### src/design/pmsfp_pkg.sv
package pmsfp_pkg;

  // Frame layout
  localparam int FRAME_BYTES = 32;
  localparam int POS_W       = $clog2(FRAME_BYTES);

  localparam logic [7:0] SYNC_FIRST  = 8'h42;
  localparam logic [7:0] SYNC_SECOND = 8'h4D;

  localparam logic [POS_W-1:0] POS_FIRST   = POS_W'(0);
  localparam logic [POS_W-1:0] POS_SECOND  = POS_W'(1);
  localparam logic [POS_W-1:0] POS_LEN_HI  = POS_W'(2);
  localparam logic [POS_W-1:0] POS_LEN_LO  = POS_W'(3);
  localparam logic [POS_W-1:0] POS_CK_HI   = POS_W'(FRAME_BYTES - 2);
  localparam logic [POS_W-1:0] POS_LAST    = POS_W'(FRAME_BYTES - 1);
  localparam logic [POS_W-1:0] ADDR_WORDS  = POS_W'(4);
  localparam logic [POS_W-1:0] ADDR_VERSION = POS_W'(FRAME_BYTES - 4);
  localparam logic [POS_W-1:0] ADDR_ERROR  = POS_W'(FRAME_BYTES - 3);

  localparam logic [15:0] LEN_EXPECT = 16'(FRAME_BYTES - 4);

  // Result fields
  localparam logic [3:0] FIELD_FIRST_BYTE = 4'd12;
  localparam logic [3:0] FIELD_LAST       = 4'd13;

  // Status codes
  localparam logic [1:0] STAT_FIELD   = 2'd0;
  localparam logic [1:0] STAT_BAD     = 2'd1;
  localparam logic [1:0] STAT_TIMEOUT = 2'd2;

  // Input kinds
  localparam logic KIND_BYTE = 1'b0;
  localparam logic KIND_TICK = 1'b1;

  localparam logic [15:0] TIMEOUT_RESET = 16'd1000;

  // Controller to datapath
  typedef struct packed {
    logic       take;
    logic       load_stat;
    logic [1:0] stat;
    logic       load_field;
    logic       cap_hi;
    logic       rd_lo;
    logic [3:0] idx;
  } ctl_cmd_t;

  // Datapath to controller
  typedef struct packed {
    logic out_free;
    logic good_end;
    logic bad_end;
    logic tick_fire;
  } dp_stat_t;

endpackage

### src/design/pmsfp_if.sv
interface pmsfp_in_if;
  logic       valid;
  logic       ready;
  logic       kind;
  logic [7:0] rx_byte;

  modport source (output valid, output kind, output rx_byte, input ready);
  modport sink   (input valid, input kind, input rx_byte, output ready);
endinterface

interface pmsfp_out_if;
  logic        valid;
  logic        ready;
  logic [1:0]  status;
  logic [3:0]  field_index;
  logic [15:0] value;
  logic        last;

  modport source (output valid, output status, output field_index, output value,
                  output last, input ready);
  modport sink   (input valid, input status, input field_index, input value,
                  input last, output ready);
endinterface

interface pmsfp_cfg_if;
  logic        valid;
  logic        ready;
  logic [15:0] data;

  modport source (output valid, output data, input ready);
  modport sink   (input valid, input data, output ready);
endinterface

### src/design/pmsfp_datapath.sv
module pmsfp_datapath (
  input  logic                clk,
  input  logic                rst,
  input  logic                kind,
  input  logic [7:0]          rx_byte,
  input  logic                cfg_we,
  input  logic [15:0]         cfg_data,
  input  pmsfp_pkg::ctl_cmd_t cmd,
  output pmsfp_pkg::dp_stat_t stat,
  output logic                out_valid,
  input  logic                out_ready,
  output logic [1:0]          out_status,
  output logic [3:0]          out_field_index,
  output logic [15:0]         out_value,
  output logic                out_last
);

  logic [pmsfp_pkg::POS_W-1:0] byte_position;
  logic [15:0]                 running_sum;
  logic [15:0]                 tick_count;
  logic [15:0]                 timeout_ticks;
  logic [7:0]                  len_hi;
  logic [7:0]                  len_lo;
  logic [7:0]                  ck_hi;
  logic [7:0]                  hi_byte;
  logic [7:0]                  rd_data;
  logic [7:0]                  frame_store [pmsfp_pkg::FRAME_BYTES];

  logic                        is_byte;
  logic                        is_tick;
  logic                        hunt_drop;
  logic                        second_bad;
  logic                        store_byte;
  logic                        frame_end;
  logic                        frame_good;
  logic [15:0]                 tick_inc;
  logic                        tick_on;
  logic [pmsfp_pkg::POS_W-1:0] rd_addr;
  logic [pmsfp_pkg::POS_W-1:0] word_addr;

  // Classify the incoming word
  always_comb begin
    is_byte    = (kind == pmsfp_pkg::KIND_BYTE);
    is_tick    = (kind == pmsfp_pkg::KIND_TICK);
    hunt_drop  = (byte_position == pmsfp_pkg::POS_FIRST) && (rx_byte != pmsfp_pkg::SYNC_FIRST);
    second_bad = (byte_position == pmsfp_pkg::POS_SECOND) &&
                 (rx_byte != pmsfp_pkg::SYNC_SECOND);
    store_byte = is_byte && !hunt_drop && !second_bad;
    frame_end  = store_byte && (byte_position == pmsfp_pkg::POS_LAST);
    frame_good = ({len_hi, len_lo} == pmsfp_pkg::LEN_EXPECT) &&
                 ({ck_hi, rx_byte} == running_sum);
  end

  // Saturating tick count and timeout compare
  always_comb begin
    tick_inc = (tick_count == 16'hFFFF) ? tick_count : tick_count + 16'd1;
    tick_on  = is_tick && (timeout_ticks != 16'd0);
  end

  assign stat.out_free  = !out_valid || out_ready;
  assign stat.good_end  = frame_end && frame_good;
  assign stat.bad_end   = frame_end && !frame_good;
  assign stat.tick_fire = tick_on && (tick_inc >= timeout_ticks);

  // Timeout register
  always_ff @(posedge clk) begin
    if (rst) begin
      timeout_ticks <= pmsfp_pkg::TIMEOUT_RESET;
    end else if (cfg_we) begin
      timeout_ticks <= cfg_data;
    end
  end

  // Frame position and running checksum
  always_ff @(posedge clk) begin
    if (rst) begin
      byte_position <= pmsfp_pkg::POS_FIRST;
      running_sum   <= 16'd0;
    end else if (cmd.take && is_byte) begin
      if (second_bad) begin
        byte_position <= (rx_byte == pmsfp_pkg::SYNC_FIRST) ? pmsfp_pkg::POS_SECOND
                                                            : pmsfp_pkg::POS_FIRST;
      end else if (store_byte) begin
        byte_position <= byte_position + pmsfp_pkg::POS_W'(1);
        if (byte_position == pmsfp_pkg::POS_FIRST) begin
          running_sum <= {8'd0, rx_byte};
        end else if (byte_position < pmsfp_pkg::POS_CK_HI) begin
          running_sum <= running_sum + {8'd0, rx_byte};
        end
      end
    end
  end

  // Tick counter: restart on a good frame or a timeout
  always_ff @(posedge clk) begin
    if (rst) begin
      tick_count <= 16'd0;
    end else if (cmd.take) begin
      if (stat.good_end || stat.tick_fire) begin
        tick_count <= 16'd0;
      end else if (tick_on) begin
        tick_count <= tick_inc;
      end
    end
  end

  // Capture length and checksum high byte as they pass
  always_ff @(posedge clk) begin
    if (cmd.take && store_byte) begin
      if (byte_position == pmsfp_pkg::POS_LEN_HI) begin
        len_hi <= rx_byte;
      end
      if (byte_position == pmsfp_pkg::POS_LEN_LO) begin
        len_lo <= rx_byte;
      end
      if (byte_position == pmsfp_pkg::POS_CK_HI) begin
        ck_hi <= rx_byte;
      end
    end
  end

  // Read address for the field being emitted
  always_comb begin
    word_addr = pmsfp_pkg::ADDR_WORDS + pmsfp_pkg::POS_W'({cmd.idx, 1'b0});
    if (cmd.idx == pmsfp_pkg::FIELD_FIRST_BYTE) begin
      rd_addr = pmsfp_pkg::ADDR_VERSION;
    end else if (cmd.idx == pmsfp_pkg::FIELD_LAST) begin
      rd_addr = pmsfp_pkg::ADDR_ERROR;
    end else begin
      rd_addr = cmd.rd_lo ? word_addr + pmsfp_pkg::POS_W'(1) : word_addr;
    end
  end

  // Frame store: one write, one registered read
  always_ff @(posedge clk) begin
    if (cmd.take && store_byte) begin
      frame_store[byte_position] <= rx_byte;
    end
    rd_data <= frame_store[rd_addr];
  end

  // Hold the high byte of a word
  always_ff @(posedge clk) begin
    if (cmd.cap_hi) begin
      hi_byte <= rd_data;
    end
  end

  // Output register
  always_ff @(posedge clk) begin
    if (rst) begin
      out_valid <= 1'b0;
    end else if (cmd.load_stat || cmd.load_field) begin
      out_valid <= 1'b1;
    end else if (out_ready) begin
      out_valid <= 1'b0;
    end
  end

  always_ff @(posedge clk) begin
    if (cmd.load_stat) begin
      out_status      <= cmd.stat;
      out_field_index <= 4'd0;
      out_value       <= 16'd0;
      out_last        <= 1'b1;
    end else if (cmd.load_field) begin
      out_status      <= pmsfp_pkg::STAT_FIELD;
      out_field_index <= cmd.idx;
      out_value       <= (cmd.idx < pmsfp_pkg::FIELD_FIRST_BYTE) ? {hi_byte, rd_data}
                                                                 : {8'd0, rd_data};
      out_last        <= (cmd.idx == pmsfp_pkg::FIELD_LAST);
    end
  end

endmodule

### src/design/pmsfp_ctrl.sv
module pmsfp_ctrl (
  input  logic                clk,
  input  logic                rst,
  input  logic                in_valid,
  output logic                in_ready,
  input  pmsfp_pkg::dp_stat_t stat,
  output pmsfp_pkg::ctl_cmd_t cmd
);

  localparam logic [1:0] S_IDLE  = 2'd0;
  localparam logic [1:0] S_RD_HI = 2'd1;
  localparam logic [1:0] S_RD_LO = 2'd2;
  localparam logic [1:0] S_LOAD  = 2'd3;

  logic [1:0] state;
  logic [1:0] state_next;
  logic [3:0] idx;
  logic [3:0] idx_next;
  logic [3:0] idx_inc;

  assign idx_inc = idx + 4'd1;

  // Sequence the 14-field run and take input words when idle
  always_comb begin
    state_next     = state;
    idx_next       = idx;
    in_ready       = 1'b0;
    cmd.take       = 1'b0;
    cmd.load_stat  = 1'b0;
    cmd.stat       = pmsfp_pkg::STAT_BAD;
    cmd.load_field = 1'b0;
    cmd.cap_hi     = 1'b0;
    cmd.rd_lo      = 1'b0;
    cmd.idx        = idx;
    unique case (state)
      S_IDLE: begin
        in_ready = stat.out_free;
        cmd.take = in_ready && in_valid;
        if (cmd.take) begin
          if (stat.bad_end) begin
            cmd.load_stat = 1'b1;
            cmd.stat      = pmsfp_pkg::STAT_BAD;
          end else if (stat.tick_fire) begin
            cmd.load_stat = 1'b1;
            cmd.stat      = pmsfp_pkg::STAT_TIMEOUT;
          end else if (stat.good_end) begin
            idx_next   = 4'd0;
            state_next = S_RD_HI;
          end
        end
      end
      S_RD_HI: begin
        state_next = S_RD_LO;
      end
      S_RD_LO: begin
        cmd.rd_lo  = 1'b1;
        cmd.cap_hi = 1'b1;
        state_next = S_LOAD;
      end
      S_LOAD: begin
        cmd.rd_lo = 1'b1;
        if (stat.out_free) begin
          cmd.load_field = 1'b1;
          if (idx == pmsfp_pkg::FIELD_LAST) begin
            state_next = S_IDLE;
          end else begin
            idx_next   = idx_inc;
            state_next = (idx_inc >= pmsfp_pkg::FIELD_FIRST_BYTE) ? S_RD_LO : S_RD_HI;
          end
        end
      end
      default: begin
        state_next = S_IDLE;
      end
    endcase
  end

  always_ff @(posedge clk) begin
    if (rst) begin
      state <= S_IDLE;
      idx   <= 4'd0;
    end else begin
      state <= state_next;
      idx   <= idx_next;
    end
  end

endmodule

### src/design/pm_sensor_frame_parser_core.sv
// Channel  Role  Payload                              Handshake
// item     sink  kind, rx_byte                        valid/ready
// result   src   status, field_index, value, last     valid/ready
// cfg      sink  data (timeout_ticks)                 valid/ready, ready always high
//
// A bad-frame or timeout status leaves on the next cycle after its byte or tick is taken.
// On a good frame end, 12 words each pass S_RD_HI, S_RD_LO and S_LOAD, and two bytes pass
// S_RD_LO and S_LOAD, paced by the single registered read port of the frame store.
// Reset (rst, synchronous) clears position, checksum, tick count, timeout to 1000.
// Input stalls while a run is being emitted or the result register is held.
module pm_sensor_frame_parser_core (
  input logic         clk,
  input logic         rst,
  pmsfp_in_if.sink    item,
  pmsfp_out_if.source result,
  pmsfp_cfg_if.sink   cfg
);

  pmsfp_pkg::ctl_cmd_t cmd;
  pmsfp_pkg::dp_stat_t stat;

  assign cfg.ready = 1'b1;

  pmsfp_ctrl u_ctrl (
    .clk      (clk),
    .rst      (rst),
    .in_valid (item.valid),
    .in_ready (item.ready),
    .stat     (stat),
    .cmd      (cmd)
  );

  pmsfp_datapath u_dp (
    .clk             (clk),
    .rst             (rst),
    .kind            (item.kind),
    .rx_byte         (item.rx_byte),
    .cfg_we          (cfg.valid && cfg.ready),
    .cfg_data        (cfg.data),
    .cmd             (cmd),
    .stat            (stat),
    .out_valid       (result.valid),
    .out_ready       (result.ready),
    .out_status      (result.status),
    .out_field_index (result.field_index),
    .out_value       (result.value),
    .out_last        (result.last)
  );

  // Never take a word while a result would be overwritten
  a_take_needs_room: assert property (@(posedge clk) disable iff (rst)
    item.ready |-> (!result.valid || result.ready))
    else $error("input taken while result register held");

  // Status results are single and empty
  a_status_shape: assert property (@(posedge clk) disable iff (rst)
    (result.valid && result.status != pmsfp_pkg::STAT_FIELD) |->
      (result.last && result.value == 16'd0 && result.field_index == 4'd0))
    else $error("malformed status result");

  // Only the error byte closes a field run
  a_field_last: assert property (@(posedge clk) disable iff (rst)
    (result.valid && result.status == pmsfp_pkg::STAT_FIELD) |->
      (result.last == (result.field_index == pmsfp_pkg::FIELD_LAST)))
    else $error("last flag out of place in field run");

  // No input accepted while the field run is under way
  a_run_blocks_input: assert property (@(posedge clk) disable iff (rst)
    (result.valid && result.status == pmsfp_pkg::STAT_FIELD && !result.last) |->
      !item.ready)
    else $error("input accepted during field run");

endmodule
### src/flat_wrapper.sv
// flat-port wrapper written by rule: the top's interface ports become plain ports
module pm_sensor_frame_parser_core_flat 
  (clk, rst, item_valid, item_kind, item_rx_byte, item_ready, result_valid, result_status, result_field_index, result_value, result_last, result_ready, cfg_valid, cfg_data, cfg_ready);
  pmsfp_in_if item_i ();
  pmsfp_out_if result_i ();
  pmsfp_cfg_if cfg_i ();
  input logic clk;
  input logic rst;
  input wire logic [$bits(item_i.valid)-1:0] item_valid;
  input wire logic [$bits(item_i.kind)-1:0] item_kind;
  input wire logic [$bits(item_i.rx_byte)-1:0] item_rx_byte;
  output wire logic [$bits(item_i.ready)-1:0] item_ready;
  output wire logic [$bits(result_i.valid)-1:0] result_valid;
  output wire logic [$bits(result_i.status)-1:0] result_status;
  output wire logic [$bits(result_i.field_index)-1:0] result_field_index;
  output wire logic [$bits(result_i.value)-1:0] result_value;
  output wire logic [$bits(result_i.last)-1:0] result_last;
  input wire logic [$bits(result_i.ready)-1:0] result_ready;
  input wire logic [$bits(cfg_i.valid)-1:0] cfg_valid;
  input wire logic [$bits(cfg_i.data)-1:0] cfg_data;
  output wire logic [$bits(cfg_i.ready)-1:0] cfg_ready;
  assign item_i.valid = item_valid;
  assign item_i.kind = item_kind;
  assign item_i.rx_byte = item_rx_byte;
  assign item_ready = item_i.ready;
  assign result_valid = result_i.valid;
  assign result_status = result_i.status;
  assign result_field_index = result_i.field_index;
  assign result_value = result_i.value;
  assign result_last = result_i.last;
  assign result_i.ready = result_ready;
  assign cfg_i.valid = cfg_valid;
  assign cfg_i.data = cfg_data;
  assign cfg_ready = cfg_i.ready;
  pm_sensor_frame_parser_core u_core (.clk(clk), .rst(rst), .item(item_i), .result(result_i), .cfg(cfg_i));
endmodule
### config.mk
export PLATFORM = sky130hd
export DESIGN_NAME = pm_sensor_frame_parser_core_flat
export DESIGN_NICKNAME = d
export VERILOG_FILES = /design/src/design/pmsfp_pkg.sv /design/src/design/pmsfp_if.sv /design/src/design/pmsfp_datapath.sv /design/src/design/pmsfp_ctrl.sv /design/src/design/pm_sensor_frame_parser_core.sv /design/src/flat_wrapper.sv
export SDC_FILE = /design/constraint.sdc
export NUM_CORES = 1
export LEC_CHECK = 0
export BUFFER_PORTS_ARGS = -buffer_cell sky130_fd_sc_hd__buf_4
export CAP_MARGIN = 30
export CORE_MARGIN = 2
export CORE_UTILIZATION = 50
export CTS_CLUSTER_DIAMETER = 200
export DETAILED_ROUTE_END_ITERATION = 10
export GPL_TIMING_DRIVEN = 0
export HOLD_SLACK_MARGIN = 0.08
export PLACE_DENSITY_LB_ADDON = 0.05
export RECOVER_POWER = 50
export SLEW_MARGIN = 20
export SYNTH_ARGS = -nofsm -noshare
export SYNTH_HDL_FRONTEND = slang
export SYNTH_SLANG_ARGS = --single-unit
### constraint.sdc
create_clock -name clk -period 4.7 [get_ports clk]
set_input_delay 0 -clock clk [delete_from_list [all_inputs] [get_ports clk]]
set_output_delay 0 -clock clk [all_outputs]
set_load 0.02 [all_outputs]
# After elaboration in Yosys (flattened, before gate mapping)
# Memory sizes are Yosys's and may differ from the RTL's. A register that Yosys moved wholly into a read port is not among the register bits.
# Cells that the tools add are included.
# totals
regBits	115
latch_bits	0
ramBits	256
rom_bits	0
input_bits	30
output_inout_bits	26
elab_cells	130
memories	1
# memory_table
memory	words	word_bits	read_ports	rd_clocked_by_memory_dff	wr	line_no	source
u_core.u_dp.frame_store	32	8	1	1	1	pmsfp_datapath.sv:27	logic [7:0] frame_store [pmsfp_pkg::FRAME_BYTES];
# op_classes
n_addsub	6
n_mul	0
n_div	0
n_lt_le_gt_ge	4
n_eq_ne	22
shifts	0
mux	42
n_bitwise	2
reduce_logical	38
# op_table
operator	n
two-way mux 16 bit	6
two-way mux 4 bit	7
two-way mux 5 bit	5
two-way mux 2 bit	9
adder 16 x 1 -> 16 bit (second input constant)	1
adder 16 x 8 -> 16 bit	1
== test 16 bit	1
== test 16 bit (second input constant)	1
== test 16 x 5 -> 1 bit (second input constant)	1
greater-or-equal comparator 16 bit	1
inequality test 8 x 7 -> 1 bit (second input constant)	2
nonzero test 16 bit	1
logical AND 1 bit	13
inequality test 2 bit (second input constant)	6
nonzero test 2 bit	6
adder 5 x 1 -> 5 bit (second input constant)	2
== test 5 x 2 -> 1 bit (second input constant)	2
== test 5 bit (second input constant)	2
two-way mux 1 bit	10
AND reduction 2 bit	5
two-way mux 3 bit	3
== test 4 bit (second input constant)	2
== test 8 x 7 -> 1 bit (second input constant)	1
case mux 2 bit (4 select lines)	1
other kinds (18)	25

# Logic depth before layout (Yosys ltp)
# Gate-level depths: netlist (run 1).
# logic_depth
depth_word	13
ltp_mapped	16
depth_no_buf	13

# Cells and area by module
# A second synthesis (run 1) with hierarchy kept.
# hier_totals
cells_unflattened	1239
hier_area_um2	16206.8
# modules_own_cells
mod	instances	cells_each	area_each_um2	seq_area_each_um2
pmsfp_datapath	1	1188	15772.6	10369.9
pmsfp_ctrl	1	49	422.9	120.1
pm_sensor_frame_parser_core	1	2	11.3	0.0

# Worst setup path before layout (run 1)
# No wires, ideal clock.
# synth_timing
path_type	reg-to-reg
from	register u_core.u_dp.tick_count[7]
to	register u_core.u_dp.tick_count[15]
setup_time_ns	0.062
arrival_time_ns	3.404
t_required_ns	4.638
setup_slack_ns	1.234
path_stages_with_launch	17
n_path_buf	4
period_less_slack_ns	3.466
cell_sequence	dfxtp_1 > clkbuf_1 > and4_1 > nand4_1 > or2_2 > clkbuf_1 > nand4_1 > xnor2_1 > ha_1 > a21o_1 > a21o_1 > a21oi_1 > or2_2 > clkbuf_1 > and2_1 > buf_1 > a32o_1
# synth_via
elab_chain_len	7
elab_cells_between_ends	10
cone_classes	add/sub (1); order compare (1); eq/ne (1); mux (3); reduce/logical (4)
# synth_rtl
item	line_no	source
start, declared	pmsfp_datapath.sv:20	logic [15:0] tick_count;
start signal, assigned	pmsfp_datapath.sv:102	tick_count <= tick_inc;
adder 16 x 1 -> 16 bit / == test 16 bit (equally long branches)	pmsfp_datapath.sv:56	tick_inc = (tick_count == 16'hFFFF) ? tick_count : tick_count + 16'd1;
two-way mux 16 bit *	pmsfp_datapath.sv:56	
greater-or-equal comparator 16 bit	pmsfp_datapath.sv:63	assign stat.tick_fire = tick_on && (tick_inc >= timeout_ticks);
logical AND 1 bit	pmsfp_datapath.sv:63	
logical OR 1 bit	pmsfp_datapath.sv:99	if (stat.good_end || stat.tick_fire) begin
nonzero test 2 bit (no line)	-	
AND reduction 2 bit (no line)	-	
# Every way passes the cells marked *; elsewhere a longest branch is shown, timed or not. The select of a mux whose other input is x is not followed.
# A chain may end at the register's enable or synchronous reset.

# Worst setup path after layout (run 1)
# layout_timing
from	input port item_rx_byte[7]
to	register u_core.u_dp.tick_count[10]
# layout_via
elab_chain_len	10
elab_cells_between_ends	16
cone_classes	eq/ne (3); mux (1); reduce/logical (12)
# layout_rtl
item	line_no	source
start, declared	flat_wrapper.sv:11	input wire logic [$bits(item_i.rx_byte)-1:0] item_rx_byte;
inequality test 8 x 7 -> 1 bit	pmsfp_datapath.sv:45	hunt_drop = (byte_position == pmsfp_pkg::POS_FIRST) && (rx_byte != pmsfp_pkg::SYNC_FIRST);
logical AND 1 bit	pmsfp_datapath.sv:45	
zero test 1 bit	pmsfp_datapath.sv:48	store_byte = is_byte && !hunt_drop && !second_bad;
logical AND 1 bit (2 in a row)	pmsfp_datapath.sv:48	
logical AND 1 bit	pmsfp_datapath.sv:49	frame_end = store_byte && (byte_position == pmsfp_pkg::POS_LAST);
logical AND 1 bit *	pmsfp_datapath.sv:61	assign stat.good_end = frame_end && frame_good;
logical OR 1 bit *	pmsfp_datapath.sv:99	
nonzero test 2 bit (no line)	-	
AND reduction 2 bit (no line)	-	
# Every way passes the cells marked *; elsewhere a longest branch is shown, timed or not.

==> flow_summary.toml, run 1 <==
[logic_synthesis]
synth.net_count = 1420
synth_area_per_cell_um2 = 12.0
synth.yosys.seq_area_share_pct = 64.6
postSynthRegisterBits = 379
async_reset_ff_share_pct = 0
synth-edff-count = 290
synth.yosys.warnings = 0
netlist_area_before_placement_um2 = 16200
synth_flop_cell = "sky130_fd_sc_hd__edfxtp_1"
post_synth_inst_count = 1355
synthDistinctLibCells = 68

[power]
netSwitchingFraction_pct = 20.5
post-layout-total-power_uw = 7040
p_switching_uw = 1440
internal_power_uw = 5590
share_comb_of_total_power_pct = 2.7
cellPowerDensity_nw_per_um2 = 373
total_leakage_power_uw = 0.00662
irDropWorstVdd_uv = 241
power_frac_seq_pct = 51.6
clock_power_share_pct = 45.6

[clock_tree]
clock_tree.buffer_depth = 3
ctsRootBufferMaster = "sky130_fd_sc_hd__clkbuf_16"
clock_tree.htree_level_count = 2
tritoncts = "done"
cts.clk_slew.worst_paths_ns = 0.06
cts_num_sinks = 379
clock_insertion_delay_worst_skew_ns = 0.53
cts_resized = 0
cts_inserted_buffers = 42

[drt]
drt_first_iter_violations = 892
count_of_nets_left_with_antenna_violations_after_detail_routing = 0
postRouteWirelength_um = 41900
remaining_drc_errors = 0
vias_after_detailed_routing = 11500
routed_wire_length_per_instance_um = 21.3
detail_route.first_pass.iterations = 7
avgViaCountPerCell = 5.84

[grt]
global_route.usage.met3_pct = 4.74
grt_remaining_overflow = 0
grt_max_degree = 41
grt_usage_pct = 24.9
number_of_antenna_violations_at_the_first_check_in_global_routing = 0
grt_first_pass_wirelength_um = 64100
grtUsageMet2_pct = 38.8
globalRouteMet1Util_pct = 35.5
grt-busiest-layer = "met2"
number_of_global_route_vias_before_repair = 11000

[floorplanning]
die_area_um2 = 33900
die_height_um = 184
boundaryPins = 56
die_w_um = 184
core_footprint_um2 = 32300
rows = 66
initial_utilization_pct = 50.3

[outcome]
violations = "capacitance limit, slew limit"
outcome = "complete, but fails checks"

[worst_setup_path]
worst-endpoint-required_ns = 5.12
critical_path.reg2reg.endpoint = "u_core.u_dp.rd_data[3]$_DFF_P_"
cp-endpoint = "u_core.u_dp.tick_count[10]$_SDFFE_PP0P_"
cp-end-kind = "register"
critical_path.startpoint_type = "input port"
critPathArrivalTime_ns = 4.77
regToRegSetupSlack_ns = 0.41
startpoint = "item_rx_byte[7]"
worstRegToRegCells = 11
regToRegStartpoint = "u_core.u_ctrl.idx[0]$_SDFFE_PP0P_"
worstPathMaxFanout = 37
critPathKind = "input port to register"

[timing]
drv_slew = 155
final_hold_viol_count = 0
report.final.setup_viol = 0
rsz0062_at_grt = "false"
fin_tns_setup_ns = 0
maxClockFrequency_mhz = 230
relSlewSlack_pct = -43.0
min_clock_period_post_route_ns = 4.35
part_of_the_cycle_the_worst_path_needs_pct = 92.5
worstMarginPinSlew_ns = 2.14
final.setup_skew_ns = 0.0142

[final_layout]
final_nets = 1557
sequential_cell_area_um2 = 10500
most_common_library_cell_in_the_layout_ignoring_fill_and_taps = "sky130_fd_sc_hd__edfxtp_1"
antenna_cells = 0
drive_above_1_share_pct = 7.88
layout_common_cells = "290 x sky130_fd_sc_hd__edfxtp_1, 182 x sky130_fd_sc_hd__nand2_1, 112 x sky130_fd_sc_hd__nand3_1"
multiInputGateArea_um2 = 5360
num-fill-cells = 2705
flow.area_growth_from_synthesis_pct = 16.0

[hold_path]
holdCritStartpoint = "cfg_valid"
holdCritPathClass = "input port to register"

[run]
max_cap_viol_count = 4

[placed_design]
detailed_place_hpwl_um = 27800
finalWeightedCongestion = 0.923
io_buffer_count = 53
## cell usage after synthesis, types with 4 or more instances
| library cell | number | area share, % |
|---|---|---|
| sky130_fd_sc_hd__nand4_1 | 40 | 1.5 |
| sky130_fd_sc_hd__a22oi_1 | 8 | 0.37 |
| sky130_fd_sc_hd__or3_1 | 4 | 0.15 |
| sky130_fd_sc_hd__a311oi_1 | 4 | 0.22 |
| sky130_fd_sc_hd__o21ai_0 | 42 | 1.3 |
| sky130_fd_sc_hd__o21ai_1 | 4 | 0.12 |
| sky130_fd_sc_hd__a21o_1 | 6 | 0.28 |
| sky130_fd_sc_hd__xnor2_1 | 21 | 1.1 |
| sky130_fd_sc_hd__a32o_1 | 9 | 0.55 |
| sky130_fd_sc_hd__and3_1 | 21 | 0.81 |
| sky130_fd_sc_hd__nor4b_1 | 5 | 0.27 |
| sky130_fd_sc_hd__nor4_1 | 17 | 0.65 |
| sky130_fd_sc_hd__nor2_1 | 75 | 1.7 |
| sky130_fd_sc_hd__nand3_1 | 112 | 3.5 |
| sky130_fd_sc_hd__nand2b_1 | 4 | 0.15 |
| sky130_fd_sc_hd__or2_2 | 4 | 0.15 |
| sky130_fd_sc_hd__nand2_1 | 181 | 4.2 |
| sky130_fd_sc_hd__clkbuf_1 | 56 | 1.3 |
| sky130_fd_sc_hd__buf_2 | 7 | 0.22 |
| sky130_fd_sc_hd__nor3_1 | 39 | 1.2 |
| sky130_fd_sc_hd__dfxtp_1 | 89 | 11 |
| sky130_fd_sc_hd__xor2_1 | 7 | 0.38 |
| sky130_fd_sc_hd__o211ai_1 | 16 | 0.74 |
| sky130_fd_sc_hd__a21oi_1 | 31 | 0.96 |
| sky130_fd_sc_hd__nand3b_1 | 7 | 0.32 |
| sky130_fd_sc_hd__edfxtp_1 | 290 | 54 |
| sky130_fd_sc_hd__or4_1 | 5 | 0.23 |
| sky130_fd_sc_hd__buf_1 | 10 | 0.23 |
| sky130_fd_sc_hd__o31ai_1 | 5 | 0.23 |
| sky130_fd_sc_hd__mux2i_1 | 55 | 3.4 |
| sky130_fd_sc_hd__inv_1 | 33 | 0.76 |
| sky130_fd_sc_hd__ha_1 | 34 | 2.6 |
| sky130_fd_sc_hd__o21a_1 | 4 | 0.18 |
| sky130_fd_sc_hd__nor2b_1 | 8 | 0.31 |
| sky130_fd_sc_hd__nand4b_1 | 9 | 0.49 |
| sky130_fd_sc_hd__a211oi_1 | 9 | 0.42 |
| sky130_fd_sc_hd__a31oi_1 | 22 | 0.85 |
| sky130_fd_sc_hd__a32oi_1 | 18 | 0.97 |
## routing by layer
metal / up-vias / wire, um
li1: 5400 / -
met1: 5615 / 19200
met2: 373 / 18900
met3: 80 / 2670
met4: 0 / 1090
met5: - / 0
## timing repair
action                     4_1_cts  5_1_grt
buffers inserted                 0        0
hold endpoints to repair       303        0
setup endpoints to repair        0       10
hold buffers                    37        0
## how the worst min path moves through the flow
stage	endpoint	slack, ns	cells past startpoint
after floorplan	u_core.u_dp.ck_hi[0]$_DFFE_PP_	0.1	0
after global placement	u_core.u_dp.timeout_ticks[8]$_SDFFE_PP1P_	0.22	3
after detailed placement	u_core.u_dp.timeout_ticks[8]$_SDFFE_PP1P_	0.22	3
after CTS	u_core.u_dp.timeout_ticks[3]$_SDFFE_PP1P_	0.09	4
after global routing	u_core.u_dp.timeout_ticks[5]$_SDFFE_PP1P_	0.13	4
final	u_core.u_dp.timeout_ticks[5]$_SDFFE_PP1P_	0.10	4
## sequential cells by signal, summed over array words and instances (netlist names)
| name | cells |
|---|---|
| u_core.u_dp.timeout_ticks | 16 |
| u_core.u_ctrl.idx | 4 |
| u_core.u_dp.out_value | 16 |
| u_core.u_dp.byte_position | 5 |
| u_core.u_dp.out_status | 2 |
| u_core.u_dp.out_last | 1 |
| u_core.u_dp.ck_hi | 8 |
| u_core.u_dp.out_valid | 1 |
| u_core.u_dp.len_hi | 8 |
| u_core.u_dp.len_lo | 8 |
| u_core.u_dp.tick_count | 16 |
| u_core.u_dp.rd_data | 8 |
| u_core.u_ctrl.state | 2 |
| u_core.u_dp.out_field_index | 4 |
| u_core.u_dp.running_sum | 16 |
| u_core.u_dp.frame_store | 256 |
| u_core.u_dp.hi_byte | 8 |
## layout make-up
| cell class | instances | share of cell area, % |
|---|---|---|
| clock inverter | 23 | 1.03 |
| inverter | 33 | 0.657 |
| buffer | 74 | 1.58 |
| multi-input combinational | 868 | 28.4 |
| tap | 442 | 2.93 |
| clock buffer | 52 | 6.11 |
| timing repair buffer | 94 | 3.62 |
| sequential | 379 | 55.7 |
## power groups by stage
stage	clock network (uW)	registers (uW)	logic, uW
2_1_floorplan	0	3700	64.5
3_3_place_gp	0	3700	170
3_5_place_dp	0	3700	174
4_1_cts	3250	3630	201
5_1_grt	3390	3630	211
6_report	3210	3630	193
## critical path, stage by stage
cell                            delay, ns
sky130_fd_sc_hd__dlygate4sd3_1       0.52
sky130_fd_sc_hd__clkbuf_1            1.52
sky130_fd_sc_hd__ha_1                0.50
sky130_fd_sc_hd__nor4_1              0.31
sky130_fd_sc_hd__nand4_1             0.16
sky130_fd_sc_hd__nor4_1              0.83
sky130_fd_sc_hd__a311oi_2            0.39
sky130_fd_sc_hd__buf_2               0.30
sky130_fd_sc_hd__a32o_1              0.21
## cell families (layout without fill, tap and decap cells)
group	count (synthesis)	in the layout	share of synthesized area, %
compound gates	199	199	8.36
xor+xnor	28	28	1.51
fa+ha+maj	35	35	2.74
buf+inv	108	276	2.62
flops	379	379	64.6
mux	58	58	3.60
other cells	1	1	0.0231
simple gates	547	547	16.6
## metrics by stage
stage	instances	instance area [um^2]	setup WS [ns]	util [%]	hold slack [ns]
3_3_place_gp	1850	17200	0.442	53.3	0.221
2_1_floorplan	1355	16200	1.23	-	0.0989
3_5_place_dp	1854	17300	0.411	53.4	0.222
5_1_grt	1965	18800	0.0320	58.4	0.132
4_1_cts	1966	19000	0.369	58.8	0.0896
6_report	1965	18800	0.355	58.4	0.101
No activity file was read; power rests on OpenSTA's default activity.
==> run 2: changes to the inputs <==
Settings changed: REMOVE_ABC_BUFFERS from default to 1.
==> run 2 against run 1 <==
The flow still finishes with violations (capacitance limit, slew limit); sequential power about the same; first-iteration DRC count up 13%; clock power up 5%; largest cell class unchanged; critical endpoint is now u_core.u_dp.out_status[1]$_SDFFCE_PP0P_; register-to-register slack about the same; combinational power up 8%; utilization up 1.1 points; final cell count down 1.6%; clock-buffer cell count up 5; critical path depth up 4; non-clock buffer count down 32; global-route usage down 0.78 points; critical path type is now register to register.
==> flow_summary.toml, run 2 (same netlist as run 1, synthesis figures left out) <==
[clock_tree]
cts_setup_buffers = 0
clock_tree.buffer_depth = 3
cts.clk_slew.worst_paths_ns = 0.06
cts_num_sinks = 379
cts_inserted_buffers = 42
clock_tree.htree_level_count = 2
clock_insertion_delay_worst_skew_ns = 0.54
tritoncts = "done"
ctsRootBufferMaster = "sky130_fd_sc_hd__clkbuf_16"

[final_layout]
flow.area_growth_from_synthesis_pct = 18.2
drive_above_1_share_pct = 9.79
final_nets = 1525
layout.core_utilization_pct = 59.5
num-fill-cells = 2611
max_flop_register = "u_core.u_dp.frame_store"
antenna_cells = 0
most_common_library_cell_in_the_layout_ignoring_fill_and_taps = "sky130_fd_sc_hd__edfxtp_1"
layout_common_cells = "290 x sky130_fd_sc_hd__edfxtp_1, 180 x sky130_fd_sc_hd__nand2_1, 111 x sky130_fd_sc_hd__nand3_1"
largest_register_ffs = 256

[worst_setup_path]
critPathMaxStageDelay_ns = 0.48
timing.critical_path.slowest_stage_cell = "sky130_fd_sc_hd__or2_2"
critical_path.cell_chain = "ha_1, and3_1, nand4_1, or2_2, nand3_1, o21a_1, ha_1, a211oi_1, o21ai_0, a41oi_1, o31a_1, a21boi_2, or3_1"
critical_path.reg2reg.endpoint = "u_core.u_dp.out_status[1]$_SDFFCE_PP0P_"
most_frequent_cell_on_critical_path = "sky130_fd_sc_hd__ha_1"
worstRegToRegCells = 13
critPathArrivalTime_ns = 4.56
worst-endpoint-required_ns = 4.98
critical_path.startpoint_type = "register"
regToRegStartpoint = "u_core.u_dp.tick_count[0]$_SDFFE_PP0P_"
regToRegSetupSlack_ns = 0.42
critPathKind = "register to register"
cp-end-kind = "register"
worstPathMaxFanout = 13

[power]
power_frac_seq_pct = 50.3
p_switching_uw = 1460
irDropWorstVdd_uv = 295
netSwitchingFraction_pct = 20.2
clock_power_share_pct = 46.8
cellPowerDensity_nw_per_um2 = 376
internal_power_uw = 5750
post-layout-total-power_uw = 7220
total_leakage_power_uw = 0.00677
share_comb_of_total_power_pct = 2.9

[timing]
maxClockFrequency_mhz = 234
min_clock_period_post_route_ns = 4.28
holdWs_ns = 0.146
part_of_the_cycle_the_worst_path_needs_pct = 91.1
worstMarginPinSlew_ns = 1.69
drv_slew = 30
report.final.setup_viol = 0
final.setup_skew_ns = 0.0130
rsz0062_at_grt = "false"
final_hold_viol_count = 0
relSlewSlack_pct = -12.4

[hold_path]
holdCritPathClass = "input port to register"
holdCritStartpoint = "result_ready"
timing.hold.worst_endpoint = "u_core.u_ctrl.state[0]$_SDFFE_PP0P_"
hold-path-cell-count = 5

[grt]
grt_usage_pct = 24.1
number_of_global_route_vias_before_repair = 10900
number_of_antenna_violations_at_the_first_check_in_global_routing = 0
grt_first_pass_wirelength_um = 63000
grt_max_degree = 44
grt_remaining_overflow = 0

[drt]
postRouteWirelength_um = 40700
vias_after_detailed_routing = 11300
remaining_drc_errors = 0
drt_first_iter_violations = 1010
avgViaCountPerCell = 5.85
detail_route.first_pass.iterations = 5
routed_wire_length_per_instance_um = 21.0
count_of_nets_left_with_antenna_violations_after_detail_routing = 0

[outcome]
outcome = "complete, but fails checks"
violations = "capacitance limit, slew limit"

[floorplanning]
initial_utilization_pct = 50.3
die_w_um = 184
die_area_um2 = 33900
core_footprint_um2 = 32300
boundaryPins = 56
rows = 66
die_height_um = 184

[placed_design]
finalWeightedCongestion = 0.814
io_buffer_count = 54
detailed_place_hpwl_um = 25300

[run]
max_cap_viol_count = 1
==> run 2: area by class of cell <==
type	instances	area (um^2)	share of cell area [%]
Sequential cell	379	10500	54.6
Tap cell	442	553	2.88
Timing Repair Buffer	136	1170	6.11
Multi-Input combinational cell	868	5450	28.4
Clock buffer	57	1150	5.98
Inverter	33	124	0.645
Clock inverter	19	272	1.41
==> run 2: worst max-delay path by stage <==
stage,to,depth (start not counted),start
after CTS,u_core.u_dp.out_status[1]$_SDFFCE_PP0P_,13,u_core.u_dp.tick_count[0]$_SDFFE_PP0P_
after floorplan,u_core.u_dp.rd_data[0]$_DFF_P_,8,u_core.u_ctrl.idx[1]$_SDFFE_PP0P_
final,u_core.u_dp.out_status[1]$_SDFFCE_PP0P_,13,u_core.u_dp.tick_count[0]$_SDFFE_PP0P_
after global routing,u_core.u_dp.out_status[1]$_SDFFCE_PP0P_,13,u_core.u_dp.tick_count[0]$_SDFFE_PP0P_
after detailed placement,u_core.u_dp.out_status[0]$_SDFFCE_PN0P_,13,u_core.u_dp.tick_count[0]$_SDFFE_PP0P_
after global placement,u_core.u_dp.rd_data[7]$_DFF_P_,8,u_core.u_ctrl.idx[1]$_SDFFE_PP0P_
==> run 2: layer usage <==
layer,up-vias,routed length [um],GRT usage [%],part of all wire (%)
met4,0,609,5.06,1.5
met3,44,2290,2.96,5.6
li1,5334,-,-,-
met2,333,18900,39.0,47
met1,5595,18800,35.2,46
met5,-,0,0,0
==> run 2: worst max-delay path, delay by kind of cell (launching register included) <==
kind	cells	cell delay, ns
compound gates	6	1.57
fa+ha+maj	2	0.51
flops	1	0.43
simple gates	5	1.51
==> run 2: through the flow <==
| stage | cells | setup TNS (ns) | cell area (um^2) | worst slack, ns |
|---|---|---|---|---|
| floorplan | 1280 | 0 | 15900 | 0.228 |
| global placement | 1776 | -28.45 | 16900 | -3.33 |
| detailed placement | 1796 | 0 | 17300 | 0.540 |
| CTS | 1933 | 0 | 19300 | 0.504 |
| global route | 1934 | 0 | 19200 | 0.153 |
| finish | 1934 | 0 | 19200 | 0.420 |
==> run 2: what timing repair did <==
action | CTS | global route
hold buffers | 61 | 0
hold endpoints to repair | 315 | 0
endpoints found under the setup margin | 0 | 0
gates resized for setup | 0 | 0
==> run 2: power by group through the flow <==
stage | clock network (uW) | registers (uW) | logic, uW
after detailed placement | 0 | 3700 | 169
after floorplan | 0 | 3700 | 56.3
after global placement | 0 | 3700 | 163
after CTS | 3430 | 3630 | 212
final | 3380 | 3630 | 208
after global routing | 3570 | 3630 | 226
